### src/rtl/core/assert_macros.svh
// ---------------------------------------------------------------------------
// assert_macros.svh
// Assertion helper macros used by the timer table top level; empty in synthesis.
// ---------------------------------------------------------------------------
`ifndef ASSERT_MACROS_SVH
`define ASSERT_MACROS_SVH

`ifndef SYNTHESIS

// condition must never be true at a clock edge outside reset
`define PTT_ASSERT_NEVER(lbl, clk, rst, cond, msg) \
   lbl: assert property (@(posedge clk) disable iff (rst) !(cond)) else $error(msg);

// antecedent at one edge implies consequent at the next edge
`define PTT_ASSERT_NEXT(lbl, clk, rst, ante, cons, msg) \
   lbl: assert property (@(posedge clk) disable iff (rst) (ante) |=> (cons)) else $error(msg);

`else

`define PTT_ASSERT_NEVER(lbl, clk, rst, cond, msg)
`define PTT_ASSERT_NEXT(lbl, clk, rst, ante, cons, msg)

`endif

`endif

### src/rtl/core/ptt_pkg.sv
`timescale 1ns / 1ps
// ---------------------------------------------------------------------------
// ptt_pkg
// Shared types and codes for the periodic timer table.
// ---------------------------------------------------------------------------
package ptt_pkg;

   // request codes
   localparam logic [2:0] REQ_ADD    = 3'd0;
   localparam logic [2:0] REQ_REMOVE = 3'd1;
   localparam logic [2:0] REQ_TICK   = 3'd2;
   localparam logic [2:0] REQ_CLEAR  = 3'd3;
   localparam logic [2:0] REQ_QUERY  = 3'd4;

   // status codes
   localparam logic [2:0] ST_OK        = 3'd0;
   localparam logic [2:0] ST_EXPIRED   = 3'd1;
   localparam logic [2:0] ST_EXISTS    = 3'd2;
   localparam logic [2:0] ST_FULL      = 3'd3;
   localparam logic [2:0] ST_NOT_FOUND = 3'd4;

   // firings reported by one tick at most
   localparam int MAX_RES = 16;
   localparam int CNT_W   = $clog2(MAX_RES + 1);

   // one table entry as held in the entry ram, id in the lowest bits
   typedef struct packed {
      logic signed [16:0] repeats;
      logic [30:0]        period;
      logic [31:0]        due;
      logic [15:0]        id;
   } ptt_entry_type;

   localparam int ENT_W = $bits(ptt_entry_type);

   // latched request word
   typedef struct packed {
      logic [2:0]    kind;
      logic [31:0]   now;
      ptt_entry_type ent;
   } ptt_req_type;

   // one result word handed to the output register
   typedef struct packed {
      logic [2:0]         status;
      logic               fired;
      logic [15:0]        fired_id;
      logic [31:0]        due;
      logic [30:0]        period;
      logic signed [16:0] repeats;
      logic               last;
   } ptt_res_type;

endpackage

### src/rtl/core/ptt_ram.sv
`timescale 1ns / 1ps
// ---------------------------------------------------------------------------
// ptt_ram
// Generic single-port-write, single-port-read ram with registered read data.
// ---------------------------------------------------------------------------
module ptt_ram #(
   parameter int WIDTH = 96,
   parameter int DEPTH = 16,
   localparam int AW = (DEPTH > 1) ? $clog2(DEPTH) : 1
) (
   input  logic             clock,
   input  logic             wr_en,
   input  logic [AW-1:0]    wr_addr,
   input  logic [WIDTH-1:0] wr_data,
   input  logic             rd_en,
   input  logic [AW-1:0]    rd_addr,
   output logic [WIDTH-1:0] rd_data
);

   logic [WIDTH-1:0] mem [DEPTH];
   logic [WIDTH-1:0] rd_data_ff;

   // write port and registered read port; read data holds when not enabled
   always_ff @(posedge clock) begin
      if (wr_en) begin
         mem[wr_addr] <= wr_data;
      end
      if (rd_en) begin
         rd_data_ff <= mem[rd_addr];
      end
   end

   assign rd_data = rd_data_ff;

endmodule

### src/rtl/core/ptt_out.sv
`timescale 1ns / 1ps
// ---------------------------------------------------------------------------
// ptt_out
// Result output register; frees the scan engine from the response stall.
// ---------------------------------------------------------------------------
module ptt_out
   import ptt_pkg::*;
(
   input  logic        clock,
   input  logic        reset,
   input  logic        push,
   input  ptt_res_type res,
   output logic        out_free,
   output logic        rsp_tvalid,
   input  logic        rsp_tready,
   output logic [95:0] rsp_tdata,  // fired_id, found_due_time, found_period, found_repeats
   output logic [3:0]  rsp_tuser,  // status, fired
   output logic        rsp_tlast
);

   logic        vld_ff, vld_in;
   ptt_res_type res_ff;

   // register is free when empty or being drained this cycle
   assign out_free = !vld_ff || rsp_tready;

   always_comb begin
      vld_in = vld_ff;
      if (push) begin
         vld_in = 1'b1;
      end else if (rsp_tready) begin
         vld_in = 1'b0;
      end
   end

   always_ff @(posedge clock) begin
      if (reset) begin
         vld_ff <= 1'b0;
      end else begin
         vld_ff <= vld_in;
      end
   end

   // payload
   always_ff @(posedge clock) begin
      if (push) begin
         res_ff <= res;
      end
   end

   assign rsp_tvalid = vld_ff;
   assign rsp_tdata  = {res_ff.repeats, res_ff.period, res_ff.due, res_ff.fired_id};
   assign rsp_tuser  = {res_ff.fired, res_ff.status};
   assign rsp_tlast  = res_ff.last;

endmodule

### src/rtl/core/ptt_scan.sv
`timescale 1ns / 1ps
// ---------------------------------------------------------------------------
// ptt_scan
// Request sequencer: walks the entry ram one slot a cycle while the process stage is not
// stalled, keeps valid bits, writes back fired entries and builds the result words.
// ---------------------------------------------------------------------------
module ptt_scan
   import ptt_pkg::*;
#(
   parameter int ENTRIES = 16,
   localparam int AW = (ENTRIES > 1) ? $clog2(ENTRIES) : 1
) (
   input  logic             clock,
   input  logic             reset,
   input  logic             req_tvalid,
   output logic             req_tready,
   input  logic [127:0]     req_tdata,
   input  logic [2:0]       req_tuser,
   output logic             ram_rd_en,
   output logic [AW-1:0]    ram_rd_addr,
   input  logic [ENT_W-1:0] ram_rd_data,
   output logic             ram_wr_en,
   output logic [AW-1:0]    ram_wr_addr,
   output logic [ENT_W-1:0] ram_wr_data,
   output logic             push,
   output ptt_res_type      res,
   input  logic             out_free
);

   localparam int IW = $clog2(ENTRIES + 1);

   localparam logic [1:0] S_IDLE   = 2'd0;
   localparam logic [1:0] S_SCAN   = 2'd1;
   localparam logic [1:0] S_FINISH = 2'd2;

   logic [1:0]         state_ff, state_in;
   logic [IW-1:0]      iss_ff, iss_in;
   logic               pv_ff, pv_in;
   logic [AW-1:0]      pidx_ff, pidx_in;
   logic [ENTRIES-1:0] valid_ff, valid_in;
   logic               hit_ff, hit_in;
   logic               free_vld_ff, free_vld_in;
   logic [AW-1:0]      free_idx_ff, free_idx_in;
   logic               pend_vld_ff, pend_vld_in;
   logic [15:0]        pend_id_ff, pend_id_in;
   logic [CNT_W-1:0]   fire_cnt_ff, fire_cnt_in;
   ptt_req_type        req_ff, req_in;
   ptt_entry_type      qry_ff, qry_in;

   ptt_entry_type d;
   ptt_entry_type upd;
   logic          slot_v;
   logic          match;
   logic          due_hit;
   logic          fire;
   logic          kill;
   logic          stall;
   logic          step;
   logic [32:0]   due_sum;

   assign req_tready = (state_ff == S_IDLE) && !reset;

   // slot in the process stage
   always_comb begin
      d       = ptt_entry_type'(ram_rd_data);
      slot_v  = valid_ff[pidx_ff];
      match   = slot_v && (d.id == req_ff.ent.id);
      due_hit = slot_v && (req_ff.kind == REQ_TICK) && (d.due <= req_ff.now)
                && (fire_cnt_ff < CNT_W'(MAX_RES));
      fire    = due_hit && (d.repeats != 17'sd0);
      kill    = due_hit && (d.repeats == 17'sd0);
      stall   = (state_ff == S_SCAN) && pv_ff && fire && pend_vld_ff && !out_free;
      step    = (state_ff == S_SCAN) && pv_ff && !stall;
   end

   // fired entry: saturating due advance, finite count decrement
   always_comb begin
      due_sum = {1'b0, d.due} + {2'b00, d.period};
      upd     = d;
      upd.due = due_sum[32] ? 32'hFFFF_FFFF : due_sum[31:0];
      if (d.repeats > 17'sd0) begin
         upd.repeats = d.repeats - 17'sd1;
      end
   end

   // sequencer
   always_comb begin
      state_in    = state_ff;
      iss_in      = iss_ff;
      pv_in       = pv_ff;
      pidx_in     = pidx_ff;
      valid_in    = valid_ff;
      hit_in      = hit_ff;
      free_vld_in = free_vld_ff;
      free_idx_in = free_idx_ff;
      pend_vld_in = pend_vld_ff;
      pend_id_in  = pend_id_ff;
      fire_cnt_in = fire_cnt_ff;
      req_in      = req_ff;
      qry_in      = qry_ff;
      ram_rd_en   = 1'b0;
      ram_rd_addr = iss_ff[AW-1:0];
      ram_wr_en   = 1'b0;
      ram_wr_addr = pidx_ff;
      ram_wr_data = upd;
      push        = 1'b0;
      res         = '0;

      unique case (state_ff)
         S_IDLE: begin
            if (req_tvalid && req_tready) begin
               req_in      = '{kind: req_tuser, now: req_tdata[127:96],
                               ent: ptt_entry_type'(req_tdata[95:0])};
               iss_in      = '0;
               pv_in       = 1'b0;
               hit_in      = 1'b0;
               free_vld_in = 1'b0;
               pend_vld_in = 1'b0;
               fire_cnt_in = '0;
               unique case (req_tuser) inside
                  REQ_ADD: begin
                     state_in = (req_tdata[47:16] < req_tdata[127:96]) ? S_FINISH : S_SCAN;
                  end
                  REQ_REMOVE, REQ_TICK, REQ_QUERY: begin
                     state_in = S_SCAN;
                  end
                  REQ_CLEAR: begin
                     valid_in = '0;
                     state_in = S_FINISH;
                  end
                  default: begin
                     state_in = S_FINISH;
                  end
               endcase
            end
         end

         S_SCAN: begin
            // issue the next slot read unless the process stage is stalled
            if ((iss_ff < IW'(ENTRIES)) && !stall) begin
               ram_rd_en = 1'b1;
               iss_in    = iss_ff + 1'b1;
               pidx_in   = iss_ff[AW-1:0];
            end
            pv_in = stall ? 1'b1 : ram_rd_en;

            if (step) begin
               // id search for add, remove and query
               if (match) begin
                  hit_in = 1'b1;
                  if (!hit_ff) begin
                     qry_in = d;
                     if (req_ff.kind == REQ_REMOVE) begin
                        valid_in[pidx_ff] = 1'b0;
                     end
                  end
               end
               // lowest free slot for add
               if (!slot_v && !free_vld_ff) begin
                  free_vld_in = 1'b1;
                  free_idx_in = pidx_ff;
               end
               // exhausted entry is dropped without firing
               if (kill) begin
                  valid_in[pidx_ff] = 1'b0;
               end
               // firing: write back and hold the id until the next one is known
               if (fire) begin
                  ram_wr_en = 1'b1;
                  if (pend_vld_ff) begin
                     push         = 1'b1;
                     res.status   = ST_OK;
                     res.fired    = 1'b1;
                     res.fired_id = pend_id_ff;
                  end
                  pend_vld_in = 1'b1;
                  pend_id_in  = d.id;
                  fire_cnt_in = fire_cnt_ff + 1'b1;
               end
            end

            if ((iss_ff == IW'(ENTRIES)) && !pv_ff) begin
               state_in = S_FINISH;
            end
         end

         S_FINISH: begin
            if (out_free) begin
               push     = 1'b1;
               res.last = 1'b1;
               state_in = S_IDLE;
               unique case (req_ff.kind) inside
                  REQ_ADD: begin
                     if (req_ff.ent.due < req_ff.now) begin
                        res.status = ST_EXPIRED;
                     end else if (hit_ff) begin
                        res.status = ST_EXISTS;
                     end else if (!free_vld_ff) begin
                        res.status = ST_FULL;
                     end else begin
                        res.status            = ST_OK;
                        ram_wr_en             = 1'b1;
                        ram_wr_addr           = free_idx_ff;
                        ram_wr_data           = req_ff.ent;
                        valid_in[free_idx_ff] = 1'b1;
                     end
                  end
                  REQ_REMOVE: begin
                     res.status = hit_ff ? ST_OK : ST_NOT_FOUND;
                  end
                  REQ_QUERY: begin
                     if (hit_ff) begin
                        res.status  = ST_OK;
                        res.due     = qry_ff.due;
                        res.period  = qry_ff.period;
                        res.repeats = qry_ff.repeats;
                     end else begin
                        res.status = ST_NOT_FOUND;
                     end
                  end
                  REQ_TICK: begin
                     res.status   = ST_OK;
                     res.fired    = pend_vld_ff;
                     res.fired_id = pend_vld_ff ? pend_id_ff : 16'd0;
                  end
                  default: begin
                     res.status = ST_OK;
                  end
               endcase
            end
         end

         default: begin
            state_in = S_IDLE;
         end
      endcase
   end

   // control state
   always_ff @(posedge clock) begin
      if (reset) begin
         state_ff    <= S_IDLE;
         iss_ff      <= '0;
         pv_ff       <= 1'b0;
         valid_ff    <= '0;
         hit_ff      <= 1'b0;
         free_vld_ff <= 1'b0;
         pend_vld_ff <= 1'b0;
         fire_cnt_ff <= '0;
      end else begin
         state_ff    <= state_in;
         iss_ff      <= iss_in;
         pv_ff       <= pv_in;
         valid_ff    <= valid_in;
         hit_ff      <= hit_in;
         free_vld_ff <= free_vld_in;
         pend_vld_ff <= pend_vld_in;
         fire_cnt_ff <= fire_cnt_in;
      end
   end

   // payload
   always_ff @(posedge clock) begin
      pidx_ff     <= pidx_in;
      free_idx_ff <= free_idx_in;
      pend_id_ff  <= pend_id_in;
      req_ff      <= req_in;
      qry_ff      <= qry_in;
   end

endmodule

### src/rtl/core/periodic_timer_table.sv
`timescale 1ns / 1ps
// Add, remove, query and tick scan the entry ram one slot per cycle, unless a stalled
// response holds the scan; clear-all, unused codes and an add with an expired due time
// skip the scan. A new request is accepted only once the last result word of the previous
// one has been pushed to the response register; a stalled response delays that push.
// Reset: synchronous, clears all slot valid bits and the sequencer; ram contents are kept
// but unreachable, so no clearing pass is needed.
// ---------------------------------------------------------------------------
// periodic_timer_table
// Table of periodic timed actions with add, remove, query, clear and tick.
// ---------------------------------------------------------------------------
`include "assert_macros.svh"

module periodic_timer_table
   import ptt_pkg::*;
#(
   parameter int ENTRIES = 16
) (
   input  logic         clock,
   input  logic         reset,
   input  logic         req_tvalid,
   output logic         req_tready,
   input  logic [127:0] req_tdata,  // timer_id, due_time, period, repeat_count, now_time
   input  logic [2:0]   req_tuser,  // req_type
   output logic         rsp_tvalid,
   input  logic         rsp_tready,
   output logic [95:0]  rsp_tdata,  // fired_id, found_due_time, found_period, found_repeats
   output logic [3:0]   rsp_tuser,  // status, fired
   output logic         rsp_tlast
);

   localparam int AW = (ENTRIES > 1) ? $clog2(ENTRIES) : 1;

   logic             ram_rd_en;
   logic [AW-1:0]    ram_rd_addr;
   logic [ENT_W-1:0] ram_rd_data;
   logic             ram_wr_en;
   logic [AW-1:0]    ram_wr_addr;
   logic [ENT_W-1:0] ram_wr_data;
   logic             push;
   logic             out_free;
   ptt_res_type      res;
   logic             push_full;
   logic             ram_clash;
   logic             req_taken;

   // entry storage
   ptt_ram #(
      .WIDTH(ENT_W),
      .DEPTH(ENTRIES)
   ) u_ram (
      .clock  (clock),
      .wr_en  (ram_wr_en),
      .wr_addr(ram_wr_addr),
      .wr_data(ram_wr_data),
      .rd_en  (ram_rd_en),
      .rd_addr(ram_rd_addr),
      .rd_data(ram_rd_data)
   );

   // request sequencer and slot scan
   ptt_scan #(
      .ENTRIES(ENTRIES)
   ) u_scan (
      .clock      (clock),
      .reset      (reset),
      .req_tvalid (req_tvalid),
      .req_tready (req_tready),
      .req_tdata  (req_tdata),
      .req_tuser  (req_tuser),
      .ram_rd_en  (ram_rd_en),
      .ram_rd_addr(ram_rd_addr),
      .ram_rd_data(ram_rd_data),
      .ram_wr_en  (ram_wr_en),
      .ram_wr_addr(ram_wr_addr),
      .ram_wr_data(ram_wr_data),
      .push       (push),
      .res        (res),
      .out_free   (out_free)
   );

   // response register
   ptt_out u_out (
      .clock     (clock),
      .reset     (reset),
      .push      (push),
      .res       (res),
      .out_free  (out_free),
      .rsp_tvalid(rsp_tvalid),
      .rsp_tready(rsp_tready),
      .rsp_tdata (rsp_tdata),
      .rsp_tuser (rsp_tuser),
      .rsp_tlast (rsp_tlast)
   );

   // checks
   assign push_full = push && !out_free;
   assign ram_clash = ram_wr_en && ram_rd_en && (ram_wr_addr == ram_rd_addr);
   assign req_taken = req_tvalid && req_tready;

   `PTT_ASSERT_NEVER(a_push_when_full, clock, reset, push_full, "result pushed into a full register")
   `PTT_ASSERT_NEVER(a_ram_same_slot, clock, reset, ram_clash, "ram read and write hit one slot")
   `PTT_ASSERT_NEXT(a_one_request, clock, reset, req_taken, !req_tready, "request taken while busy")

endmodule

### config.mk
export PLATFORM = sky130hd
export DESIGN_NAME = periodic_timer_table
export DESIGN_NICKNAME = d
export VERILOG_FILES = /design/src/rtl/core/ptt_pkg.sv /design/src/rtl/core/ptt_ram.sv /design/src/rtl/core/ptt_out.sv /design/src/rtl/core/ptt_scan.sv /design/src/rtl/core/periodic_timer_table.sv
export VERILOG_INCLUDE_DIRS = /design/src /design/src/rtl/core
export SDC_FILE = /design/constraint.sdc
export NUM_CORES = 2
export LEC_CHECK = 0
export ABC_CLOCK_PERIOD_IN_PS = 14450
export BUFFER_PORTS_ARGS = -buffer_cell sky130_fd_sc_hd__buf_2
export CAP_MARGIN = 30
export CORE_MARGIN = 1
export CORE_UTILIZATION = 42
export DETAILED_ROUTE_END_ITERATION = 8
export HOLD_SLACK_MARGIN = 0.15
export PLACE_DENSITY_LB_ADDON = 0.15
export SYNTH_ARGS = -nofsm -noshare
export SYNTH_HDL_FRONTEND = slang
export SYNTH_HIERARCHICAL = 1
export SYNTH_SLANG_ARGS = --single-unit
### constraint.sdc
create_clock -name clock -period 14.45 [get_ports clock]
set_clock_uncertainty 0.2 [all_clocks]
set_input_delay 2.89 -clock clock [delete_from_list [all_inputs] [get_ports clock]]
set_output_delay 2.89 -clock clock [all_outputs]
set_load 0.01 [all_outputs]
Yosys cells after proc, flatten, opt, wreduce, memory -nomap -nowiden
Memory sizes are Yosys's and may differ from the RTL's. A register that Yosys moved wholly into a read port is not among the register bits.
Index checks and enable logic that the tools add are counted.
- bits of input ports: 135
- word-level logic and storage cells: 213
- ROM bits: 0
- latch bits: 0
- output and inout port bits: 103
- memories: 1
- register bits after elaboration: 369
- memory bits (writable): 1536
- divide/modulo/power cells: 0
- bitwise gates (word level): 5
- multiplexer cells: 92
- reduce and logical (&&, ||, !) cells: 49
- multiply operators: 0
- shifts and indexed selects: 0
- $add $sub $neg: 4
- equality and inequality tests: 24
- $lt $le $gt $ge: 10
- memories (name ; depth ; width ; read ports ; clocked after Yosys merged registers in ; write ports ; line ; RTL):
    u_ram.mem ; 16 ; 96 ; 1 ; 1 ; 1 ; ptt_ram.sv:20 ; logic [WIDTH-1:0] mem [DEPTH];
- operator list (operator ; count):
    96-bit two-way mux ; 6
    16-bit two-way mux ; 15
    80-bit two-way mux ; 2
    101-bit two-way mux ; 1
    32-bit < comparator ; 2
    17-bit two-way mux ; 3
    16-bit one-hot mux with 3 select lines ; 1
    20-bit two-way mux ; 2
    20-bit one-hot mux with 2 select lines ; 1
    32-bit by 31-bit adder with 33-bit output ; 1
    16-bit AND ; 2
    32-bit <= comparator ; 1
    32-bit two-way mux ; 1
    1-bit two-way mux ; 28
    4-bit two-way mux ; 6
    5-bit two-way mux ; 4
    5-bit one-hot mux with 2 select lines ; 2
    4-bit AND reduction ; 5
    1-bit logical AND ; 18
    17-bit by 1-bit > comparator with 1-bit output, second input constant ; 1
    17-bit logical NOT ; 1
    17-bit nonzero test ; 1
    17-bit by 2-bit subtractor with 17-bit output, second input constant ; 1
    16-bit == test ; 1
    34 further kinds ; 78

Depth between registers and ports, before layout
- depth after elaboration: 17
- gate-level depth with buffers: 13
- gate-level depth less buffers: 12

Cells and area by module
The synthesis kept the hierarchy.
- modules (own cells, without submodules) (module ; area each (µm²) ; cells each ; instances):
    ptt_ram ; 60316.6 ; 2460 ; 1
    ptt_scan ; 15214.6 ; 1336 ; 1
    ptt_out ; 3079.2 ; 105 ; 1

Worst setup path after synthesis
OpenSTA, ideal clock, no wires.
- kind: input to register
- from: in rsp_tready
- to: mem u_ram.mem[0][0] (enable)
- buffers on the path: 2
- setup slack: 2.376 ns
- data arrival time: 11.205 ns
- stages on the path: 8
- cell sequence: nand2b_4 > nand2_1 > or3_1 > clkbuf_1 > clkbuf_1 > a21oi_1 > or3b_2 > nor3_1
- cells in the longest elaborated chain, start to end: 9
- elaborated cells on any way between the ends: 12
- those cells by class: mux: 7; reduce/logical: 5
- RTL lines (element ; line ; RTL):
    from (decl) ; periodic_timer_table.sv:26 ; input logic rsp_tready,
    1-bit logical OR (*) ; ptt_out.sv:25 ; assign out_free = !vld_ff || rsp_tready;
    1-bit logical NOT ; ptt_scan.sv:72 ; stall = (state_ff == S_SCAN) && pv_ff && fire && pend_vld_ff && !out_free;
    1-bit logical AND ; ptt_scan.sv:72 ;
    1-bit logical NOT ; ptt_scan.sv:73 ; step = (state_ff == S_SCAN) && pv_ff && !stall;
    1-bit logical AND ; ptt_scan.sv:73 ;
    1-bit two-way mux ; ptt_scan.sv:147 ; if (step) begin
    1-bit one-hot mux with 2 select lines (*) ; ptt_scan.sv:109 ; unique case (state_ff)
    named net ram_wr_en ; periodic_timer_table.sv:37 ; logic ram_wr_en;
    1-bit two-way mux (*) ; ptt_ram.sv:25 ; if (wr_en) begin
    1-bit two-way mux (implied by the code) (*) ; ptt_ram.sv:26 ; mem[wr_addr] <= wr_data;
    to (decl) ; ptt_ram.sv:20 ;
The timed path passes the listed nets; every way through them passes the cells marked *.

Final worst setup path
- from: reg u_scan/req_ff[29] (netlist name)
- to: mem u_ram.mem[14][93] (enable)
- elaborated cells on any way between the ends: 11
- those cells by class: order compare: 1; mux: 10
- RTL lines (element ; line ; RTL):
    from (decl) ; ptt_scan.sv:47 ; ptt_req_type req_ff, req_in;
    from (signal assigned) ; ptt_scan.sv:267 ; req_ff <= req_in;
    32-bit < comparator ; ptt_scan.sv:194 ; if (req_ff.ent.due < req_ff.now) begin
    4-bit two-way mux ; ptt_scan.sv:194 ;
    4-bit two-way mux ; ptt_scan.sv:192 ; unique case (req_ff.kind) inside
    4-bit two-way mux ; ptt_scan.sv:188 ; if (out_free) begin
    4-bit two-way mux ; ptt_scan.sv:109 ;
    named net ram_wr_addr[0] ; periodic_timer_table.sv:38 ; logic [AW-1:0] ram_wr_addr;
The timed path passes the listed nets, and every way through them passes these cells.

==> impl_metrics.json <==
{
  "nFillCells": 15300,
  "synth_edf_count": 1968,
  "reg2reg_to": "u_ram/mem[14][93]",
  "fp.dieW_um": 435,
  "io_pins": 238,
  "place_congestion": 0.821,
  "wl_per_cell_um": 29.6,
  "final_area_sq_um": 89600,
  "path_clk_slew_ns": 0.06,
  "vias": 39500,
  "r2r_cells": 13,
  "antenna_left": 0,
  "tritoncts": "yes",
  "hold_ws_ns": 0.261,
  "yosysUniqueCellTypes": 77,
  "hold_start": "u_scan/valid_ff[5]",
  "hold_class": "flip-flop to flip-flop",
  "synthToLayoutAreaGrowth_pct": 14.0,
  "dp_cells": 6529,
  "r2r_slack_ns": 7.32,
  "critPathCaptureType": "flip-flop",
  "drc": 0,
  "synth-async-reset-ratio": 0,
  "rsz0062_at_grt": "no",
  "clkSinkCount": 2001,
  "drt_iter0_markers": 3921,
  "synth_top_area_share": 0.752,
  "hold_depth": 2,
  "htreeDepth": 4,
  "arrival_ns": 7.39,
  "status": "finished clean",
  "r2r-start": "u_scan/req_ff[29]",
  "synth-seq-cells": 2001,
  "drive_above_1_share": 0.247,
  "synth_area_leaders": "edfxtp_1, mux4_2, ha_1, a22oi_1, dfxtp_1",
  "hold_violations": 0,
  "required_ns": 14.70,
  "fin_crit_sh": 0.494,
  "grt_overflow": 0,
  "syn_area_sq_um": 78600,
  "regArea_sq_um": 59800,
  "synthTopCellsByCount": "edfxtp_1, mux4_2, a22oi_1, nand2_1, ha_1",
  "fin_nets": 4532,
  "p_leak_nw": 28.5,
  "fmax_mhz": 140,
  "grt_pass1_vias": 39800,
  "cts_repair_resize_count": 0,
  "fp.dieArea_sq_um": 189000,
  "setup_tns_ns": 0,
  "synth_area_per_cell_sq_um": 20.2,
  "cts_hold_buf": 0,
  "ir_drop_v": 0.0000980,
  "setup_violations": 0,
  "worstMarginPinSlew_ns": 1.04,
  "min_to": "u_scan/valid_ff[5]",
  "finalWirelength_um": 205000,
  "yosysTopAreaCell": "edfxtp_1",
  "post_cts_buffers": 0,
  "place_hpwl_um": 121000,
  "multi_input_area_sq_um": 17700,
  "cts_buffers": 204,
  "die-height_um": 435,
  "synth_most_common_cell": "edfxtp_1",
  "slew_headroom": 0.307,
  "synth_flop_cell": "edfxtp_1",
  "row_count": 158,
  "instances_no_fill": 6926,
  "grt_max_degree": 121,
  "synth_cells": 3901,
  "initial_core_util": 0.423,
  "crit_type": "flip-flop to flip-flop",
  "path_max_fanout": 51,
  "placed_area_sq_um": 83000,
  "clk_path_buf_depth": 3,
  "ys_warn_count": 6,
  "drt_pass1_iterations": 6,
  "fin_crit_ns": 7.13,
  "start_kind": "flip-flop",
  "via_per_inst": 5.70,
  "io_buffers": 237,
  "syn_nets": 4170,
  "yosysSeqAreaShare": 0.760,
  "maxSlewViolCount": 0,
  "grt_pass1_wl_um": 292000,
  "drv_cap": 0,
  "power_density_nw_per_um2": 162,
  "track_usage": 0.219,
  "root_buffer": "clkbuf_16",
  "clk_latency_ns": 0.87,
  "antenna_found_initial": 17,
  "core-area_sq_um": 186000
}
## kinds of logic after synthesis
group | count (synthesis) | synth area share
adder cells (fa/ha/maj) | 135 | 0.0216
multiplexers | 444 | 0.119
AO/OA/AOI/OAI | 484 | 0.0430
XOR/XNOR | 59 | 0.00657
buffers and inverters | 283 | 0.0171
flip-flops | 2001 | 0.760
AND/OR/NAND/NOR | 495 | 0.0322
## registers in the layout, summed over array words and instances, names as in the netlist, 5 cells and up
| register | flops |
|---|---|
| u_scan/req_ff | 131 |
| u_scan/pend_id_ff | 16 |
| u_ram/mem | 1536 |
| u_scan/valid_ff | 16 |
| u_scan/fire_cnt_ff | 5 |
| u_ram/rd_data | 96 |
| u_scan/iss_ff | 5 |
| u_scan/qry_ff | 80 |
| u_out/rsp_tdata | 96 |
## layer usage
| layer | GRT usage | part of all wire | wire length (um) | vias to the layer above |
|---|---|---|---|---|
| met5 | 0 | 0.000097 | 20 | - |
| met4 | 0.0638 | 0.025 | 5100 | 2 |
| met3 | 0.0377 | 0.058 | 11900 | 259 |
| met2 | 0.357 | 0.49 | 101000 | 1273 |
| met1 | 0.303 | 0.43 | 87500 | 21100 |
| li1 | - | - | - | 16800 |
## critical path, stage by stage, from the launching register on
cell and delay, ns:
edfxtp_1 0.41, ha_1 0.33, a21oi_1 0.14, nor2_1 0.06
a211oi_1 0.64, o211ai_1 0.34, a211oi_1 0.39, buf_2 0.27
or3_4 0.64, mux2_2 0.49, nand2b_1 0.35, nor2_4 0.79
buf_4 0.70, buf_4 0.86
## worst max path at each step
stage | start | endpoint
final | u_scan/req_ff[29] | u_ram/mem[14][93]
after global routing | u_scan/req_ff[29] | u_ram/mem[14][4]
after CTS | u_scan/req_ff[29] | u_ram/mem[14][4]
after detailed placement | rsp_tready | u_ram/mem[14][7]
after global placement | rsp_tready | u_ram/mem[14][7]
after floorplan | rsp_tready | u_ram/mem[0][0]
## through the flow
| step | total power [mW] | setup slack (ns) | util |
|---|---|---|---|
| after CTS | 14.6 | 6.78 | 0.482 |
| final | 14.5 | 7.32 | 0.483 |
| after global placement | 9.50 | 6.51 | 0.446 |
| after global routing | 15.0 | 7.02 | 0.482 |
| after floorplan | 8.68 | 2.38 | - |
| after detailed placement | 9.54 | 6.43 | 0.447 |
## report_power, final
part           switching (mW)  internal (mW)
registers               0.212           7.14
clock network            2.25           2.81
logic                    1.39          0.665
## placed cells by master (no fill, tap or decap), types with 12 or more instances in the layout
| cell | count |
|---|---|
| edfxtp_1 | 1968 |
| mux4_2 | 389 |
| buf_2 | 241 |
| a22oi_1 | 209 |
| clkbuf_16 | 205 |
| nand2_1 | 153 |
| ha_1 | 133 |
| inv_1 | 111 |
| and2_1 | 100 |
| a21oi_1 | 87 |
| buf_4 | 68 |
| clkinv_1 | 58 |
| nor2_1 | 55 |
| mux2_2 | 54 |
| clkbuf_1 | 43 |
| nand3_1 | 37 |
| o21ai_0 | 37 |
| clkinv_2 | 36 |
| dfxtp_1 | 31 |
| xor2_1 | 31 |
| a21o_1 | 30 |
| o22a_1 | 29 |
| nand4_1 | 28 |
| xnor2_1 | 28 |
| o22ai_1 | 17 |
| nor2_4 | 16 |
| nand2b_1 | 16 |
| nor3_1 | 15 |
| nor2b_1 | 13 |
| nor4_1 | 12 |
## layout make-up
cell class / count / share of cell area
diodes: 10 / 0.000279
clock buffers: 248 / 0.0591
clock inverters: 131 / 0.0124
inverters: 111 / 0.00465
multi-input cells: 1617 / 0.198
flip-flops and latches: 2001 / 0.667
well taps: 2480 / 0.0346
repair buffers: 328 / 0.0242
(Power assumes the default switching activity.)
